$ cat src/design/itpa_pkg.sv
`default_nettype none
package itpa_pkg;

    localparam int unsigned NUM_DIGITS = 10;
    localparam int unsigned DIGITS_W   = 4 * NUM_DIGITS;

    localparam logic [7:0] CHAR_ZERO  = 8'h30;
    localparam logic [7:0] CHAR_SPACE = 8'h20;
    localparam logic [7:0] CHAR_MINUS = 8'h2d;
    localparam logic [7:0] CHAR_LOW_A = 8'h61;

    typedef struct packed {
        logic [31:0] value;
        logic        func;
        logic [5:0]  min_length;
        logic        pad_zero;
    } in_word_t;

    typedef struct packed {
        logic [7:0] out_char;
        logic       last;
    } out_word_t;

    typedef struct packed {
        logic       done;
        logic [3:0] ndig;
    } conv_stat_t;

    typedef enum logic [1:0] {
        ST_IDLE,
        ST_CONV,
        ST_EMIT
    } top_state_t;

    typedef enum logic [1:0] {
        CV_IDLE,
        CV_SHIFT,
        CV_SCAN
    } conv_state_t;

    function automatic logic [7:0] digit_char(input logic [3:0] d);
        logic [7:0] r;
        if (d < 4'd10) begin
            r = CHAR_ZERO + {4'b0, d};
        end else begin
            r = CHAR_LOW_A + {4'b0, d} - 8'd10;
        end
        return r;
    endfunction

endpackage
`default_nettype wire

$ cat src/design/itpa_conv.sv
`default_nettype none
module itpa_conv (
    input  wire logic                             aclk,
    input  wire logic                             aresetn,
    input  wire logic                             start,
    input  wire logic                             hex,
    input  wire logic [31:0]                      mag,
    output itpa_pkg::conv_stat_t                  stat,
    output logic [itpa_pkg::DIGITS_W-1:0]         digits
);
    import itpa_pkg::*;

    conv_state_t         state_reg, state_next;
    logic [31:0]         bin_reg, bin_next;
    logic [DIGITS_W-1:0] dig_reg, dig_next;
    logic [4:0]          cnt_reg, cnt_next;
    logic [3:0]          ndig_reg, ndig_next;
    logic [DIGITS_W-1:0] adj;
    logic                top_zero;

    always_ff @(posedge aclk) begin
        if (!aresetn) begin
            state_reg <= CV_IDLE;
        end else begin
            state_reg <= state_next;
        end
        bin_reg  <= bin_next;
        dig_reg  <= dig_next;
        cnt_reg  <= cnt_next;
        ndig_reg <= ndig_next;
    end

    // add-3 correction on every BCD digit before the shift
    always_comb begin
        for (int i = 0; i < NUM_DIGITS; i++) begin
            if (dig_reg[4*i +: 4] >= 4'd5) begin
                adj[4*i +: 4] = dig_reg[4*i +: 4] + 4'd3;
            end else begin
                adj[4*i +: 4] = dig_reg[4*i +: 4];
            end
        end
    end

    assign top_zero = (dig_reg[DIGITS_W-1 -: 4] == 4'd0);

    always_comb begin
        state_next = state_reg;
        bin_next   = bin_reg;
        dig_next   = dig_reg;
        cnt_next   = cnt_reg;
        ndig_next  = ndig_reg;
        stat.done  = 1'b0;
        stat.ndig  = ndig_reg;
        digits     = dig_reg;
        case (state_reg)
            CV_IDLE: begin
                if (start) begin
                    ndig_next = 4'(NUM_DIGITS);
                    cnt_next  = 5'd0;
                    bin_next  = mag;
                    if (hex) begin
                        dig_next   = {{(DIGITS_W-32){1'b0}}, mag};
                        state_next = CV_SCAN;
                    end else begin
                        dig_next   = '0;
                        state_next = CV_SHIFT;
                    end
                end
            end
            CV_SHIFT: begin
                dig_next = {adj[DIGITS_W-2:0], bin_reg[31]};
                bin_next = {bin_reg[30:0], 1'b0};
                cnt_next = cnt_reg + 5'd1;
                if (cnt_reg == 5'd31) begin
                    state_next = CV_SCAN;
                end
            end
            CV_SCAN: begin
                // drop leading zero digits, keep at least one
                if (!top_zero || ndig_reg == 4'd1) begin
                    stat.done  = 1'b1;
                    state_next = CV_IDLE;
                end else begin
                    dig_next  = {dig_reg[DIGITS_W-5:0], 4'd0};
                    ndig_next = ndig_reg - 4'd1;
                end
            end
            default: begin
                state_next = CV_IDLE;
            end
        endcase
    end

endmodule
`default_nettype wire

$ cat src/design/int_to_padded_ascii.sv
`default_nettype none
// Converts a 32-bit value to ASCII text, one character per output word, most
// significant first, with last set on the final character. func=0 prints
// signed decimal, func=1 prints the raw bits in lower-case hex. Pad characters
// (space or '0' per pad_zero) lead the text, ahead of any '-', until
// min_length (clamped to MAX_MIN_LENGTH) characters are reached. Decimal
// conversion runs a bit-serial shift-add-3 over all 32 bits and then drops
// leading zero digits, one per cycle and up to 9; hex conversion only drops
// the leading zero digits. Characters are then emitted one per cycle unless
// the output stalls; after the last one the block returns to idle, where the
// next number can be taken. A new number is accepted once the last character
// of the previous one is in the output register.
module int_to_padded_ascii #(
    parameter int MAX_MIN_LENGTH = 63
) (
    input  wire logic               aclk,
    input  wire logic               aresetn,
    input  wire logic               s_valid,
    output logic                    s_ready,
    input  wire itpa_pkg::in_word_t s_data,
    output logic                    m_valid,
    input  wire logic               m_ready,
    output itpa_pkg::out_word_t     m_data
);
    import itpa_pkg::*;

    localparam logic [5:0] MAX_LEN = 6'(MAX_MIN_LENGTH);

    top_state_t          state_reg, state_next;
    logic                neg_reg, neg_next;
    logic                padz_reg, padz_next;
    logic [5:0]          minlen_reg, minlen_next;
    logic [5:0]          pad_reg, pad_next;
    logic [3:0]          dcnt_reg, dcnt_next;
    logic [DIGITS_W-1:0] dig_reg, dig_next;
    logic                m_valid_reg, m_valid_next;
    out_word_t           m_data_reg, m_data_next;

    logic                accept;
    logic                neg_in;
    logic [31:0]         mag;
    conv_stat_t          cstat;
    logic [DIGITS_W-1:0] cdigits;
    logic [4:0]          txt_len;
    logic                slot_free;

    assign accept = s_valid && s_ready;
    assign neg_in = !s_data.func && s_data.value[31];
    assign mag    = neg_in ? (32'd0 - s_data.value) : s_data.value;

    itpa_conv u_conv (
        .aclk    (aclk),
        .aresetn (aresetn),
        .start   (accept),
        .hex     (s_data.func),
        .mag     (mag),
        .stat    (cstat),
        .digits  (cdigits)
    );

    always_ff @(posedge aclk) begin
        if (!aresetn) begin
            state_reg   <= ST_IDLE;
            m_valid_reg <= 1'b0;
        end else begin
            state_reg   <= state_next;
            m_valid_reg <= m_valid_next;
        end
        neg_reg    <= neg_next;
        padz_reg   <= padz_next;
        minlen_reg <= minlen_next;
        pad_reg    <= pad_next;
        dcnt_reg   <= dcnt_next;
        dig_reg    <= dig_next;
        m_data_reg <= m_data_next;
    end

    assign s_ready   = (state_reg == ST_IDLE);
    assign m_valid   = m_valid_reg;
    assign m_data    = m_data_reg;
    assign slot_free = !m_valid_reg || m_ready;
    assign txt_len   = {1'b0, cstat.ndig} + {4'd0, neg_reg};

    always_comb begin
        state_next   = state_reg;
        neg_next     = neg_reg;
        padz_next    = padz_reg;
        minlen_next  = minlen_reg;
        pad_next     = pad_reg;
        dcnt_next    = dcnt_reg;
        dig_next     = dig_reg;
        m_valid_next = m_valid_reg && !m_ready;
        m_data_next  = m_data_reg;
        case (state_reg)
            ST_IDLE: begin
                if (accept) begin
                    neg_next    = neg_in;
                    padz_next   = s_data.pad_zero;
                    minlen_next = (s_data.min_length > MAX_LEN) ? MAX_LEN
                                                                : s_data.min_length;
                    state_next  = ST_CONV;
                end
            end
            ST_CONV: begin
                if (cstat.done) begin
                    dig_next  = cdigits;
                    dcnt_next = cstat.ndig;
                    if (minlen_reg > {1'b0, txt_len}) begin
                        pad_next = minlen_reg - {1'b0, txt_len};
                    end else begin
                        pad_next = 6'd0;
                    end
                    state_next = ST_EMIT;
                end
            end
            ST_EMIT: begin
                if (slot_free) begin
                    m_valid_next = 1'b1;
                    if (pad_reg != 6'd0) begin
                        m_data_next.out_char = padz_reg ? CHAR_ZERO : CHAR_SPACE;
                        m_data_next.last     = 1'b0;
                        pad_next             = pad_reg - 6'd1;
                    end else if (neg_reg) begin
                        m_data_next.out_char = CHAR_MINUS;
                        m_data_next.last     = 1'b0;
                        neg_next             = 1'b0;
                    end else begin
                        m_data_next.out_char = digit_char(dig_reg[DIGITS_W-1 -: 4]);
                        m_data_next.last     = (dcnt_reg == 4'd1);
                        dig_next             = {dig_reg[DIGITS_W-5:0], 4'd0};
                        dcnt_next            = dcnt_reg - 4'd1;
                        if (dcnt_reg == 4'd1) begin
                            state_next = ST_IDLE;
                        end
                    end
                end
            end
            default: begin
                state_next = ST_IDLE;
            end
        endcase
    end

endmodule
`default_nettype wire

$ cat config.mk
export PLATFORM = sky130hd
export DESIGN_NAME = int_to_padded_ascii
export DESIGN_NICKNAME = d
export VERILOG_FILES = /design/src/design/itpa_pkg.sv /design/src/design/itpa_conv.sv /design/src/design/int_to_padded_ascii.sv
export SDC_FILE = /design/constraint.sdc
export NUM_CORES = 1
export LEC_CHECK = 0
export BUFFER_PORTS_ARGS = -buffer_cell sky130_fd_sc_hd__buf_2
export CAP_MARGIN = 0
export CORE_ASPECT_RATIO = 0.5
export CORE_MARGIN = 4
export CORE_UTILIZATION = 64
export DETAILED_ROUTE_END_ITERATION = 6
export PLACE_DENSITY = 0.89
export SLEW_MARGIN = 40
export SYNTH_ARGS = -nofsm -noshare
export SYNTH_HDL_FRONTEND = slang
export SYNTH_SLANG_ARGS = --single-unit
$ cat constraint.sdc
create_clock -name aclk -period 11.4 [get_ports aclk]
set_clock_uncertainty 0.1 [all_clocks]
set_input_delay 1.14 -clock aclk [delete_from_list [all_inputs] [get_ports aclk]]
set_output_delay 1.14 -clock aclk [all_outputs]
set_load 0.05 [all_outputs]
==> results.yml <==
timing:
  maxSlewHeadroom: 0.5571
  maxSlewViolCount: 0
  fin_hold_ws_ns: 0.4119
  hold_viol_final: 0
  finalSetupViolations: 0
  tns_ns: 0
  tightest_slew_ns: 0.6620
  min_period_ns: 3.196
  worst_slack_ns: 8.204
  fmax_mhz: 312.9
  period_share: 0.2803
  rsz0062_at_grt: "no"
power_and_ir_drop:
  peakVddDrop_uv: 131.8
  total_power_mw: 2.497
  p_per_area_nw_per_um2: 257.1
  power.leakage_nw: 3.556
placement:
  place_inst: 1018
  gp_congestion: 0.8828
  pre_cts_ws_ns: 7.873
  postPlaceCellArea_um2: 9055
  io_buffer_count: 53
  hpwl_um: 13150
setup_path:
  crit_chain: "buf_2, inv_1, ha_1, nor3b_1, nand4_2, o41ai_1, xor2_1, o21ai_1"
  endpoint_kind: "flip-flop"
  cp_slowest_cell: "o41ai_1"
  path_class: "input port to flip-flop"
  critPathMaxStageDelay_ns: 0.57
  crit_required_ns: 11.44
  arrival_ns: 3.24
  critPathMaxFanout: 11
  start_kind: "input port"
  critPathBufInv: 2
  cpLargestDelayFamily: "simple AND/OR/NAND/NOR gates"
cells_and_area:
  n_antenna_cell: 0
  final_util: 0.7518
  fin_area_um2: 9712
  fin_nets: 952
  drive_gt1_frac: 0.1398
  syn2layout_area_growth_pct: 12.41
  layoutNonFillerInstCount: 1050
synth:
  yosysMostFrequentCell: "edfxtp_1"
  netlist_instances: 829
  synth_cell_types: 55
  yosys_warnings: 0
  synthFlopType: "edfxtp_1"
  ys_ff_latch: 152
  synthesis.nets: 914
  synth_edf_count: 147
  synth_common_cells: "edfxtp_1, nand2_1, o21ai_0, a21oi_1, nor2_1"
  seq_area_frac_synth: 0.5225
  async_flop_share: 0
  yosysTopAreaCell: "edfxtp_1"
  netlist_area_um2: 8640
  synthTopCellsByArea: "edfxtp_1, ha_1, o21ai_0"
  yosysTopAreaCellShare: 0.5109
  syn-mean-instance-area_um2: 10.42
cts:
  numCtsBuffers: 17
  cts_tree: "built"
  cts_sinks: 152
  cts.clk_slew.worst_paths_ns: 0.06
  h-tree-depth: 4
  ctsLongestPathBuffers: 2
  cts_setup_buffers: 0
  clockRootBuffer: "clkbuf_16"
  cts_hold_buffers: 0
  clk_latency_ns: 0.42
  cts_resized: 0
routing:
  post_drt_wl_per_cell_um: 19.18
  drc: 0
  drtAntennaViolNets: 0
  drtIter0Drc: 915
  vias_per_cell: 6.415
  dr_total_vias: 6736
  routed_wl_um: 20140
  firstDrtPassIters: 6
outcome:
  status: "completed"
global_route:
  grt_pass1_vias: 6546
  gr-total-overflow: 0
  grt_pass1_wl_um: 32410
  grt_max_degree: 65
  antenna_found_initial: 0
  grt_usage: 0.2601
floorplanning:
  die_w_um: 172.3
  start_util: 0.6688
  die_h_um: 90.16
  core_um2: 12920
  io_pins: 55
  die_area_um2: 15530
  rows: 29
job:
  drv_cap: 0
hold_path:
  hold_path_class: "flip-flop to flip-flop"
area by class of cell:
type,count,area [µm²]
flip-flops and latches,152,4514
multi-input cells,595,3825
fillers,774,3206
clock buffers,17,425.4
repair buffers,61,352.8
clock inverters,15,231.5
well taps,170,212.7
inverters,40,150.1
where the power goes:
group / internal (mW) / switching, mW
combinational: 0.324 / 0.526
sequential: 0.873 / 0.143
clock: 0.408 / 0.223
total: 1.60 / 0.892
cell usage in the layout (no fill, tap or decap), drive strengths merged, types with 3 or more instances in the layout:
cell	Yosys	final
edfxtp	147	147
nand2	125	125
o21ai	101	101
buf	4	61
a21oi	48	48
nor2	41	41
inv	40	40
ha	40	40
xnor2	38	38
a22oi	29	29
nor3b	20	20
nand2b	19	19
clkbuf	38	17
xor2	16	16
mux2	13	13
nand3	12	12
nor3	10	10
clkinv	0	9
and2	8	8
nor2b	8	8
o31ai	7	7
nand4	7	7
o41ai	7	7
bufinv	0	6
a21boi	5	5
dfxtp	5	5
or3	4	4
a31oi	4	4
o22ai	4	4
o21a	3	3
or3b	3	3
nor4	3	3
cell families (layout without fill, tap and decap cells):
kind of cell	Yosys count	after routing	synth area share
buf+inv	82	133	0.03910
other cells	2	2	0.0008693
flops	152	152	0.5225
compound gates	216	216	0.1509
xor+xnor	54	54	0.05474
fa+ha+maj	41	41	0.06025
mux	13	13	0.01694
simple gates	269	269	0.1547
routing by layer:
| layer | part of all wire | global-route usage |
|---|---|---|
| met1 | 0.40 | 0.3531 |
| met2 | 0.48 | 0.4276 |
| met3 | 0.10 | 0.05171 |
| met4 | 0.016 | 0.07456 |
| met5 | 0 | 0 |
path summary, 6_finish.rpt:
check                            from             endpoint  slack, ns  depth (start not counted)
hold / removal    u_conv.state_reg[0]  u_conv.state_reg[0]       0.41                          2
setup reg to reg           pad_reg[0]          dig_reg[27]       8.44                          7
setup / recovery            s_data[9]   u_conv.bin_reg[20]       8.20                          8
hold reg to reg   u_conv.state_reg[0]  u_conv.state_reg[0]       0.41                          2
tightest hold or removal path: stages, from the launching register on:
cell and delay (ns):
dfxtp_1 0.34, nand2_1 0.06, a21boi_0 0.06
Power figures use the tool's default switching activity.
